## config.mk

```make
export PLATFORM = sky130hd
export DESIGN_NAME = fat_cluster_address_unit
export DESIGN_NICKNAME = d
export VERILOG_FILES = /design/src/design/fca_pkg.sv /design/src/design/fca_geometry.sv /design/src/design/fca_map.sv /design/src/design/fat_cluster_address_unit.sv
export SDC_FILE = /design/constraint.sdc
export NUM_CORES = 1
export LEC_CHECK = 0
export BUFFER_PORTS_ARGS = -buffer_cell sky130_fd_sc_hd__buf_2
export CAP_MARGIN = 20
export CORE_UTILIZATION = 61
export DETAILED_ROUTE_END_ITERATION = 8
export MAX_ROUTING_LAYER = met4
export PLACE_DENSITY = 0.81
export SYNTH_ARGS = -nofsm -noshare
export SYNTH_HDL_FRONTEND = slang
export SYNTH_SLANG_ARGS = --single-unit
```

## constraint.sdc

```tcl
create_clock -name clk -period 20 [get_ports clk]
set_clock_uncertainty 0.05 [all_clocks]
set_input_delay 5 -clock clk [delete_from_list [all_inputs] [get_ports clk]]
set_output_delay 5 -clock clk [all_outputs]
set_load 0.02 [all_outputs]
```

## src/design/fca_pkg.sv

```systemverilog
`default_nettype none

package fca_pkg;

    // request kinds
    localparam logic [2:0] KIND_DATA  = 3'd0;
    localparam logic [2:0] KIND_FAT32 = 3'd1;
    localparam logic [2:0] KIND_FAT16 = 3'd2;
    localparam logic [2:0] KIND_FAT12 = 3'd3;
    localparam logic [2:0] KIND_DIR   = 3'd4;

    // configuration register indexes
    localparam logic [2:0] REG_SECTOR_LOG2  = 3'd0;
    localparam logic [2:0] REG_CLUSTER_LOG2 = 3'd1;
    localparam logic [2:0] REG_RESERVED     = 3'd2;
    localparam logic [2:0] REG_FAT_COUNT    = 3'd3;
    localparam logic [2:0] REG_SECT_PER_FAT = 3'd4;
    localparam logic [2:0] REG_ROOT_ENTRIES = 3'd5;
    localparam logic [2:0] REG_TOTAL        = 3'd6;

    localparam logic [3:0]  SECTOR_LOG2_MIN   = 4'd9;
    localparam logic [3:0]  SECTOR_LOG2_MAX   = 4'd12;
    localparam logic [3:0]  DIR_ENTRY_LOG2    = 4'd5;
    localparam logic [31:0] DATA_START_RESET  = 32'd32;

    typedef struct packed {
        logic [3:0]  sector_log2;
        logic [2:0]  cluster_log2;
        logic [15:0] reserved;
        logic [31:0] fat_size;
        logic [31:0] total;
        logic [31:0] data_start;
    } geom_t;

    typedef struct packed {
        logic [31:0] sector;
        logic [11:0] byte_offset;
        logic [31:0] mirror_sector;
        logic        odd_nibble;
        logic [31:0] cluster_total;
        logic [31:0] data_start;
    } result_t;

endpackage

`default_nettype wire

```

## src/design/fca_geometry.sv

```systemverilog
`default_nettype none

module fca_geometry
    import fca_pkg::*;
(
    input  wire logic        clk,
    input  wire logic        rst_n,
    input  wire logic        cfg_we,
    input  wire logic [2:0]  cfg_index,
    input  wire logic [31:0] cfg_data,
    output geom_t            geom
);

    logic [3:0]  sector_log2_reg;
    logic [2:0]  cluster_log2_reg;
    logic [15:0] reserved_reg;
    logic [2:0]  fat_count_reg;
    logic [31:0] fat_size_reg;
    logic [15:0] root_entries_reg;
    logic [31:0] total_reg;
    logic [31:0] data_start_reg;
    logic [31:0] data_start_next;

    logic [3:0]  sl_eff;
    logic [11:0] smask;
    logic [21:0] root_bytes;
    logic [21:0] root_secs;
    logic [31:0] fat_span;

    always_ff @(posedge clk or negedge rst_n)
    begin
        if (!rst_n)
        begin
            sector_log2_reg     <= 4'd9;
            cluster_log2_reg    <= 3'd0;
            reserved_reg        <= 16'd32;
            fat_count_reg       <= 3'd2;
            fat_size_reg        <= 32'd0;
            root_entries_reg    <= 16'd0;
            total_reg           <= 32'd0;
        end
        else if (cfg_we)
        begin
            case (cfg_index)
                REG_SECTOR_LOG2:  sector_log2_reg     <= cfg_data[3:0];
                REG_CLUSTER_LOG2: cluster_log2_reg    <= cfg_data[2:0];
                REG_RESERVED:     reserved_reg        <= cfg_data[15:0];
                REG_FAT_COUNT:    fat_count_reg       <= cfg_data[2:0];
                REG_SECT_PER_FAT: fat_size_reg        <= cfg_data;
                REG_ROOT_ENTRIES: root_entries_reg    <= cfg_data[15:0];
                REG_TOTAL:        total_reg           <= cfg_data;
                default:          ;
            endcase
        end
    end

    always_comb
    begin
        if (sector_log2_reg < SECTOR_LOG2_MIN)
            sl_eff = SECTOR_LOG2_MIN;
        else if (sector_log2_reg > SECTOR_LOG2_MAX)
            sl_eff = SECTOR_LOG2_MAX;
        else
            sl_eff = sector_log2_reg;
    end

    // root directory sectors: round the byte count up to whole sectors
    assign smask      = 12'((13'd1 << sl_eff) - 13'd1);
    assign root_bytes = 22'({root_entries_reg, 5'b0}) + 22'(smask);
    assign root_secs  = root_bytes >> sl_eff;
    assign fat_span   = 32'(32'(fat_count_reg) * fat_size_reg);

    assign data_start_next = 32'(reserved_reg) + fat_span + 32'(root_secs);

    // follows the registers, updating in the cycle after a write
    always_ff @(posedge clk or negedge rst_n)
    begin
        if (!rst_n)
            data_start_reg <= DATA_START_RESET;
        else
            data_start_reg <= data_start_next;
    end

    assign geom.sector_log2     = sl_eff;
    assign geom.cluster_log2    = cluster_log2_reg;
    assign geom.reserved        = reserved_reg;
    assign geom.fat_size        = fat_size_reg;
    assign geom.total           = total_reg;
    assign geom.data_start      = data_start_reg;

endmodule

`default_nettype wire

```

## src/design/fca_map.sv

```systemverilog
`default_nettype none

module fca_map
    import fca_pkg::*;
(
    input  geom_t            geom,
    input  wire logic [2:0]  kind,
    input  wire logic [27:0] cluster,
    input  wire logic [15:0] entry_index,
    output result_t          res
);

    logic [11:0] smask;
    logic [31:0] clus_sector;
    logic [2:0]  per_log2;
    logic [15:0] idx_mask;
    logic [15:0] entry_sect;
    logic [15:0] c16;
    logic [31:0] fat_off;
    logic [31:0] fat_sector;
    logic [11:0] fat_byte;

    assign smask       = 12'((13'd1 << geom.sector_log2) - 13'd1);
    assign clus_sector = ((32'(cluster) - 32'd2) << geom.cluster_log2) + geom.data_start;
    assign per_log2    = 3'(geom.sector_log2 - DIR_ENTRY_LOG2);
    assign idx_mask    = 16'((17'd1 << per_log2) - 17'd1);
    assign entry_sect  = entry_index >> per_log2;
    assign c16         = cluster[15:0];

    always_comb
    begin
        case (kind)
            KIND_FAT32: fat_off = {2'b0, cluster, 2'b0};
            KIND_FAT16: fat_off = {15'b0, c16, 1'b0};
            KIND_FAT12: fat_off = 32'(17'(c16) + 17'(c16 >> 1));
            default:    fat_off = 32'd0;
        endcase
    end

    assign fat_sector = 32'(geom.reserved) + (fat_off >> geom.sector_log2);
    assign fat_byte   = fat_off[11:0] & smask;

    always_comb
    begin
        res.sector        = 32'd0;
        res.byte_offset   = 12'd0;
        res.mirror_sector = 32'd0;
        res.odd_nibble    = 1'b0;
        res.cluster_total = (geom.total - geom.data_start) >> geom.cluster_log2;
        res.data_start    = geom.data_start;
        case (kind)
            KIND_DATA:
            begin
                res.sector = clus_sector;
            end
            KIND_FAT32, KIND_FAT16, KIND_FAT12:
            begin
                res.sector        = fat_sector;
                res.byte_offset   = fat_byte;
                res.mirror_sector = fat_sector + geom.fat_size;
                res.odd_nibble    = (kind == KIND_FAT12) ? c16[0] : 1'b0;
            end
            KIND_DIR:
            begin
                res.sector      = clus_sector + 32'(entry_sect);
                res.byte_offset = 12'({entry_index & idx_mask, 5'b0});
            end
            default:
            begin
                res.sector = 32'd0;
            end
        endcase
    end

endmodule

`default_nettype wire

```

## src/design/fat_cluster_address_unit.sv

```systemverilog
// FAT cluster address unit.
// Configuration: write cfg_data to register cfg_index while cfg_we is high.
// Registers are sector size log2, cluster size log2, reserved sectors, FAT
// count, sectors per FAT, root entries and total sectors. Write only while
// the block holds no request; the derived first data sector settles in the
// cycle after the last write.
// Request channel: in_valid/in_ready carries kind, cluster and entry_index.
// Result channel: out_valid/out_ready carries sector, byte_offset,
// mirror_sector, odd_nibble, cluster_total and data_start.
// Path: an accepted beat is held in the input register and moves into the
// result register once that register is free; the receiver takes it from
// there. Throughput: one beat per cycle while out_ready stays high; the
// input register and the result register each hold one beat, so a stalled
// receiver backs the channel up after two beats and in_ready drops.
// Reset returns all configuration registers to the boot defaults (512-byte
// sectors, one sector per cluster, 32 reserved sectors, two FAT copies) and
// empties both stages.
`default_nettype none

module fat_cluster_address_unit
    import fca_pkg::*;
(
    input  wire logic        clk,
    input  wire logic        rst_n,
    input  wire logic        cfg_we,
    input  wire logic [2:0]  cfg_index,
    input  wire logic [31:0] cfg_data,
    input  wire logic        in_valid,
    output logic             in_ready,
    input  wire logic [2:0]  kind,
    input  wire logic [27:0] cluster,
    input  wire logic [15:0] entry_index,
    output logic             out_valid,
    input  wire logic        out_ready,
    output logic [31:0]      sector,
    output logic [11:0]      byte_offset,
    output logic [31:0]      mirror_sector,
    output logic             odd_nibble,
    output logic [31:0]      cluster_total,
    output logic [31:0]      data_start
);

    geom_t   geom;
    result_t res;

    logic        s1_valid_reg;
    logic        s1_valid_next;
    logic [2:0]  s1_kind_reg;
    logic [27:0] s1_cluster_reg;
    logic [15:0] s1_entry_reg;
    logic        out_valid_reg;
    logic        out_valid_next;
    result_t     res_reg;
    logic        in_fire;
    logic        out_free;

    fca_geometry u_geometry (
        .clk       (clk),
        .rst_n     (rst_n),
        .cfg_we    (cfg_we),
        .cfg_index (cfg_index),
        .cfg_data  (cfg_data),
        .geom      (geom)
    );

    fca_map u_map (
        .geom        (geom),
        .kind        (s1_kind_reg),
        .cluster     (s1_cluster_reg),
        .entry_index (s1_entry_reg),
        .res         (res)
    );

    assign out_free = !out_valid_reg || out_ready;
    assign in_ready = !s1_valid_reg || out_free;
    assign in_fire  = in_valid && in_ready;

    always_comb
    begin
        if (in_fire)
            s1_valid_next = 1'b1;
        else if (out_free)
            s1_valid_next = 1'b0;
        else
            s1_valid_next = s1_valid_reg;
        out_valid_next = out_free ? s1_valid_reg : 1'b1;
    end

    always_ff @(posedge clk or negedge rst_n)
    begin
        if (!rst_n)
        begin
            s1_valid_reg  <= 1'b0;
            out_valid_reg <= 1'b0;
        end
        else
        begin
            s1_valid_reg  <= s1_valid_next;
            out_valid_reg <= out_valid_next;
        end
    end

    always_ff @(posedge clk)
    begin
        if (in_fire)
        begin
            s1_kind_reg    <= kind;
            s1_cluster_reg <= cluster;
            s1_entry_reg   <= entry_index;
        end
        // advance the held request into the result register
        if (out_free && s1_valid_reg)
            res_reg <= res;
    end

    assign out_valid     = out_valid_reg;
    assign sector        = res_reg.sector;
    assign byte_offset   = res_reg.byte_offset;
    assign mirror_sector = res_reg.mirror_sector;
    assign odd_nibble    = res_reg.odd_nibble;
    assign cluster_total = res_reg.cluster_total;
    assign data_start    = res_reg.data_start;

endmodule

`default_nettype wire

```

== Word-level counts from Yosys, hierarchy flattened ==
Cells that the tools add are included.

* Flip-flop bits (word level): 328
* Output and inout bits: 143
* Word-level logic and storage cells: 80
* Bits of input ports: 87

* Shift-type cells: 7
* Eq/ne operators: 10
* Multiply operators: 1
* Magnitude comparators: 2
* Add/subtract/negate cells: 13
* Muxes and demuxes: 8
* Reduce and logical (&&, ||, !) cells: 18
* Bitwise logic cells: 2

{| class="wikitable"
|+ Operator list
! cell !! number
|-
| $pmux W32 S3 || 2
|-
| $add A16 B32 Y32 || 2
|-
| $add A32 B32 Y32 || 2
|-
| $add A32 B16 Y32 || 1
|-
| $add A32 B22 Y32 || 1
|-
| $mul A3 B32 Y32 || 1
|-
| $shl A32 B3 Y32 || 1
|-
| $shr A32 B3 Y32 || 1
|-
| $shr A32 B4 Y32 || 1
|-
| $sub A32 B32 Y32 || 1
|-
| $sub A28 B2 Y29 const B || 1
|-
| $pmux W12 S2 || 1
|-
| $add A21 B12 Y22 || 1
|-
| $shr A22 B4 Y22 || 1
|-
| $add A16 B15 Y17 || 1
|-
| $reduce_and A2 Y1 || 8
|-
| $shr A16 B3 Y16 || 1
|-
| $and A12 B12 Y12 || 1
|-
| $eq A3 B2 Y1 const B || 4
|-
| $eq A3 B3 Y1 const B || 4
|-
| $shl A1 B4 Y12 const A || 1
|-
| $sub A12 B1 Y12 const B || 1
|-
| $mux W4 || 2
|-
| $and A7 B7 Y7 || 1
|-
| 13 further kinds || 20
|}

== Longest topological paths before layout ==
Gate-level depths: netlist of run 1.

* Word-level depth: 8
* Gate-level depth with buffers: 37
* Gate-level depth less buffers: 37

== Hierarchy ==
Synthesis of run 1 repeated with hierarchy kept, for this count alone.

* Cells, all modules: 3292
* Area, all modules: 30366.6 um^2

{| class="wikitable"
|+ Modules (own cells, without submodules)
! module !! times used !! cells each !! area each (um^2) !! seq. area each (um^2)
|-
| fca_map || 1 || 2168 || 14784.2 || 0.0
|-
| fca_geometry || 1 || 928 || 9833.2 || 3459.6
|-
| fat_cluster_address_unit || 1 || 196 || 5749.3 || 5695.5
|}

== Least setup slack after synthesis of run 1 ==
No wires, ideal clock.

* Path kind: in2out
* Start: in out_ready
* End: out in_ready
* Setup slack: 9.672 ns
* Data required time: 14.950 ns
* Buffers on the path: 0
* Stages on the path: 1
* Arrival: 5.278 ns
* Path through: nand3b_1

* Word-level cells in the longest chain between the ends: 2

{| class="wikitable"
|+ RTL lines
! element !! RTL line !! RTL
|-
| start: declaration || fat_cluster_address_unit.sv:34 || <nowiki>input wire logic out_ready,</nowiki>
|-
| $logic_or A1 B1 Y1 || fat_cluster_address_unit.sv:74 || <nowiki>assign out_free = !out_valid_reg || out_ready;</nowiki>
|-
| $logic_or A1 B1 Y1 || fat_cluster_address_unit.sv:75 || <nowiki>assign in_ready = !s1_valid_reg || out_free;</nowiki>
|-
| end: declaration || fat_cluster_address_unit.sv:29 || <nowiki>output logic in_ready,</nowiki>
|}

No other way between the ends.

== Worst setup path after layout of run 1 ==
Ends and elaborated chain as after synthesis.

==> results of run 1 <==
critical path, cell delays in order:
cell and delay, ns:
buf_2 0.11, nand3b_1 0.19, buf_2 0.18
cell usage in the layout, fill, tap and decap left out, types with 13 or more instances in the layout:
cell,count
mux2i_1,130
nand2_1,294
dfrtp_1,133
nand4_1,17
nand3_1,51
nand2b_1,29
a21o_1,65
nor2b_1,40
ha_1,222
nor3_1,51
nor2_1,220
fa_1,72
mux2_2,106
o21a_1,22
a21oi_1,196
inv_1,175
buf_2,228
and3_1,26
o21ai_0,130
edfxtp_1,188
a31oi_1,19
xnor2_1,106
a22oi_1,13
o22ai_1,30
o21bai_1,29
clkbuf_16,37
xor2_1,78
o211ai_1,26
conb_1,28
and2_1,28
a211oi_1,41
buf_4,19
through the flow:
step                instance area [µm²]  worst slack, ns  hold WS (ns)  std cells
detailed placement                28780            9.482        0.4413       3611
global placement                  28780            9.509        0.4188       3611
floorplan                         27190            9.672        0.3987       2897
CTS                               30050            9.481        0.4659       3677
finish                            30070            9.467        0.4673       3680
global route                      30070            9.342        0.4812       3679
final cells by class:
cell class	instances	area, µm²
fill	3404	13380
timing repair buffer	249	1315
multi-input combinational	2271	16920
clock buffer	40	967.2
clock inverter	26	300.3
tap	585	732.0
sequential	328	9160
inverter	179	671.9
antenna	2	5.005
final timing paths:
| path | startpoint | end | slack (ns) | cells after the start |
|---|---|---|---|---|
| worst min-delay path | u_geometry.total_reg[0]$_DFFE_PN0P_ | u_geometry.total_reg[0]$_DFFE_PN0P_ | 0.47 | 1 |
| max in group asynchronous | rst_n | u_geometry.total_reg[11]$_DFFE_PN0P_ | 14.16 | 2 |
| worst max register to register | u_geometry.sector_log2_reg[2]$_DFFE_PN0P_ | u_geometry.data_start_reg[31]$_DFF_PN0_ | 9.62 | 27 |
| worst max-delay path | out_ready | in_ready | 9.47 | 3 |
| min in group asynchronous | rst_n | u_geometry.fat_count_reg[0]$_DFFE_PN0P_ | 4.43 | 1 |
| worst min register to register | u_geometry.total_reg[0]$_DFFE_PN0P_ | u_geometry.total_reg[0]$_DFFE_PN0P_ | 0.47 | 1 |
power by group through the flow:
stage          logic (mW)  registers [mW]  clock network [mW]
2_1_floorplan        2.69            1.18                   0
3_3_place_gp         3.51            1.17                   0
3_5_place_dp         3.62            1.17                   0
4_1_cts              3.67            1.16               0.725
5_1_grt              4.11            1.18               0.748
6_report             3.74            1.17               0.719
routing by layer:
metal,GRT usage,routed length (µm),vias to the layer above
li1,-,-,10687
met1,0.4986,35170,11376
met2,0.5954,37840,1063
met3,0.04545,6521,168
met4,0.1092,2222,0
met5,-,0,-
logic make-up after synthesis:
group           count (synthesis)  share of synthesized area
mux                           239                    0.09459
compound gates                692                     0.1654
simple gates                  834                     0.1448
buf+inv                       298                    0.04175
other cells                     2                  0.0002772
xor+xnor                      184                    0.05949
flops                         328                     0.3380
fa+ha+maj                     294                     0.1557
==> impl_results.md, run 1 <==
* Status: complete, no violations
* RSZ-0062 raised after global routing: false
* Pwr dens at 187.4 nW/µm²
* Sequential share of the synthesized area at 0.3380
* WL/cell at 22.21 µm
* Hpwl dp at 62,810 µm
* Top FF cell, synth: edfxtp_1
* Die ar. at 45,260 µm²
* Row count at 76
* Initial antenna violation count at 2
* Total negative slack at 0 ns
* Routed wire length at 81,750 µm
* Max Freq at 0.09494 GHz
* Hold Crit Class: reg2reg
* CP arrival at 5.48 ns
* Clock share of power at 0.128
* Cell variety after synth at 94
* # resized after CTS at 0
* Crit share post-route at 0.5267
* Clk pin slew, worst setup/hold paths at 0.06 ns
* Clk buf depth at 3
* CP Capture Type: output port
* CTS root buf: clkbuf_16
* Peak supply drop at 107.4 µV
* Congestion Overflow GR at 0
* Largest net degree at the start of global routing at 81
* Endpoints failing hold at 0
* Clk_lat worst skew at 0.58 ns
* Via count at 23,294
* Pre-antenna DRT Iters at 8
* Synth area leaders: edfxtp_1 (21%), dfrtp_1 (12%), ha_1 (10%)
* TritonCTS Buffers at 36
* Critical Path Start Type: input port
* IO buf count at 229
* Clock tree sinks at 328
* Starting DRT DRC Count at 2,117
* CTS tree: done
* H-Tree Depth at 2
* Global-route wire length before repair at 124,700 µm
* Post-synth EDFFs at 188
* Synthesized area per cell at 9.436 µm²
* DRT antenna net count at 0
* Final GP Congestion at 1.006
* Final Critical Period at 10.53 ns
* FF+latch count, synth at 328
* Number of max-cap violations at 0
* List of most frequent post-synthesis cells: nand2_1 (294), ha_1 (222), nor2_1 (221)
* Setup Buffers After CTS at 0
* Slew headroom at 0.2692
* Post-layout util at 0.6920
* Netlist Area Pre-Place at 27,090 µm²
* Share of layout cells above drive strength 1 at 0.1513
* # IOs at 230
* Starting Density at 0.6234
* Setup CP Type: in2out
* Residual DRC at 0
* Leak at 13.49 nW
* Final setup viols at 0
* Die Span Y at 212.7 µm
* Syn Inst Count at 2,871
* Flop pwr share at 0.208
* Most frequent cell after synthesis: nand2_1
* Power Total at 5.636 mW
* CORE AREA at 43,460 µm²
* Final slew viol count at 0
* Worst Path Max Fanout at 3
* Synth area leader: edfxtp_1
* Yosys warnings at 0
* Synthesis-to-finish area growth at 11.01%
* Vias in the first global route at 22,433
* Post-synth top area share at 0.2084
* CP Data Required Time at 14.95 ns
* Final nets at 3,446
* Post-CTS Hold Buffers at 0
* DIE WIDTH at 212.7 µm
* Switching share of power at 0.4897
* Gr usage total at 0.3725
* Post-DR vias/cell at 6.330
* Async set or reset register ratio after synthesis at 0.4268
* Slew @ Worst Pin at 1.096 ns
* Internal power at 2.876 mW
* Combinational group share of total power at 0.664
* Switch Pwr at 2.760 mW
(Power assumes the default switching activity.)
==> inputs of run 2 (changes only) <==
clock period = 10.8 ns   (was 20 ns; I/O delays follow)
==> run 2 against run 1 <==
Register-to-register slack lost 8.1 ns. Critical path type is now reg2reg. Sequential cell count is the same. Via count grew 0.77%.
==> impl_results.md, run 2 (same netlist as run 1, synthesis figures left out) <==
* Status: complete, no violations
* Hold Crit Class: reg2reg
* Number of max-cap violations at 0
* Setup CP Type: reg2reg
* Slew @ Worst Pin at 1.057 ns
* Worst Path Max Fanout at 9
* Peak supply drop at 185.3 µV
* Final nets at 3,451
* Residual DRC at 0
* Post-DR vias/cell at 6.372
* Final setup viols at 0
* Reg2reg end: mirror_sector[29]$_SDFFCE_PN0P_
* R2R Setup Slk at 1.52 ns
* Final slew viol count at 0
* Congestion Overflow GR at 0
* Max Freq at 0.1077 GHz
* Cell depth of the worst setup path at 35
* Die ar. at 45,260 µm²
* Hpwl dp at 65,950 µm
* Reg2Reg Depth at 35
* CP max stage cell: a2111oi_0
* CP arrival at 9.55 ns
* Leak at 13.51 nW
* # resized after CTS at 0
* Fillers at 3,386
* Initial antenna violation count at 4
* Post-route cell area at 30,090 µm²
* Placed insts at 3,613
* Clock tree sinks at 328
* WL/cell at 23.20 µm
* Critical Path Start: s1_cluster_reg[1]$_DFFE_PP_
* Gr usage total at 0.3914
* Crit path capture: mirror_sector[29]$_SDFFCE_PN0P_
* Synthesis-to-finish area growth at 11.08%
* CORE AREA at 43,460 µm²
* Via count at 23,474
* Crit share post-route at 0.8596
* Cell Count, Final, Fillers Out at 3,684
* Buffer and inverter count on the worst path at 1
* Worst reg2reg path startpoint: s1_cluster_reg[1]$_DFFE_PP_
* Starting DRT DRC Count at 2,817
* Die Span Y at 212.7 µm
* Clk_lat worst skew at 0.57 ns
* Vias in the first global route at 22,540
* Slew headroom at 0.2939
* IO buf count at 229
* Worst path max stage delay at 0.65 ns
* CTS tree: done
* Cell family with most CP delay: compound AO/OA/AOI/OAI gates
* CP Capture Type: flop
* CTS root buf: clkbuf_16
* Post-CTS Hold Buffers at 0
* Hold depth at 1
* Setup Buffers After CTS at 0
* Clk buf depth at 3
* Final GP Congestion at 1.020
* Final Critical Period at 9.283 ns
* TritonCTS Buffers at 37
* Endpoints failing hold at 0
* Cell area after placement at 28,800 µm²
* Most frequent cells in the layout: nand2_1 (294), buf_2 (228), ha_1 (222), nor2_1 (219), a21oi_1 (196)
* Largest net degree at the start of global routing at 75
* Clk pin slew, worst setup/hold paths at 0.07 ns
* DRT antenna net count at 0
* Cell mode on critical path: a21oi_1
* Most common cell after layout, fill and taps aside: nand2_1
* Total negative slack at 0 ns
* RSZ-0062 raised after global routing: false
* # IOs at 230
* DIE WIDTH at 212.7 µm
* Row count at 76
* Routed wire length at 85,450 µm
* Pwr dens at 350.5 nW/µm²
* Global-route wire length before repair at 130,400 µm
* Share of layout cells above drive strength 1 at 0.1530
* CP Data Required Time at 11.06 ns
* Critical Path Start Type: flop
* Starting Density at 0.6234
* H-Tree Depth at 2
* Pre-antenna DRT Iters at 5
## run 2: routing by layer
layer | wire length [µm] | track usage | vias up
met5 | 0 | - | -
met4 | 2566 | 0.1166 | 0
met3 | 7587 | 0.04971 | 172
met2 | 39010 | 0.6095 | 1189
met1 | 36290 | 0.5356 | 11399
li1 | - | - | 10714
## run 2: stage by stage
stage | hold WS, ns | power (mW) | setup WS, ns | utilization
4_1_cts | 0.4721 | 10.36 | 1.615 | 0.6906
6_report | 0.4707 | 10.55 | 1.517 | 0.6924
2_1_floorplan | 0.3987 | 7.175 | 3.148 | -
5_1_grt | 0.4841 | 11.27 | 0.5744 | 0.6924
3_3_place_gp | 0.4140 | 8.807 | 1.834 | 0.6627
3_5_place_dp | 0.4537 | 8.984 | 1.656 | 0.6627
## run 2: how the worst min path moves through the flow
| stage | start | to |
|---|---|---|
| after detailed placement | u_geometry.root_entries_reg[6]$_DFFE_PN0P_ | u_geometry.root_entries_reg[6]$_DFFE_PN0P_ |
| final | u_geometry.total_reg[22]$_DFFE_PN0P_ | u_geometry.total_reg[22]$_DFFE_PN0P_ |
| after CTS | u_geometry.total_reg[22]$_DFFE_PN0P_ | u_geometry.total_reg[22]$_DFFE_PN0P_ |
| after global placement | s1_valid_reg$_DFFE_PN0P_ | out_valid$_DFF_PN0_ |
| after floorplan | s1_valid_reg$_DFFE_PN0P_ | out_valid$_DFF_PN0_ |
| after global routing | u_geometry.total_reg[22]$_DFFE_PN0P_ | u_geometry.total_reg[22]$_DFFE_PN0P_ |
## run 2: power breakdown
group          leakage, nW  internal, mW  switching [mW]
Sequential            3.50          1.81           0.341
Clock                0.590         0.724           0.573
Combinational         9.42          2.78            4.32
## run 2: area by class of cell
| cell class | instances | area, µm² | share of cell area |
|---|---|---|---|
| multi-input combinational | 2271 | 16920 | 0.5624 |
| sequential | 328 | 9160 | 0.3044 |
| timing repair buffer | 253 | 1385 | 0.04603 |
| clock buffer | 39 | 954.7 | 0.03173 |
| tap | 585 | 732.0 | 0.02433 |
| inverter | 179 | 671.9 | 0.02233 |
| clock inverter | 28 | 260.3 | 0.008649 |
| antenna | 1 | 2.502 | 0.00008316 |
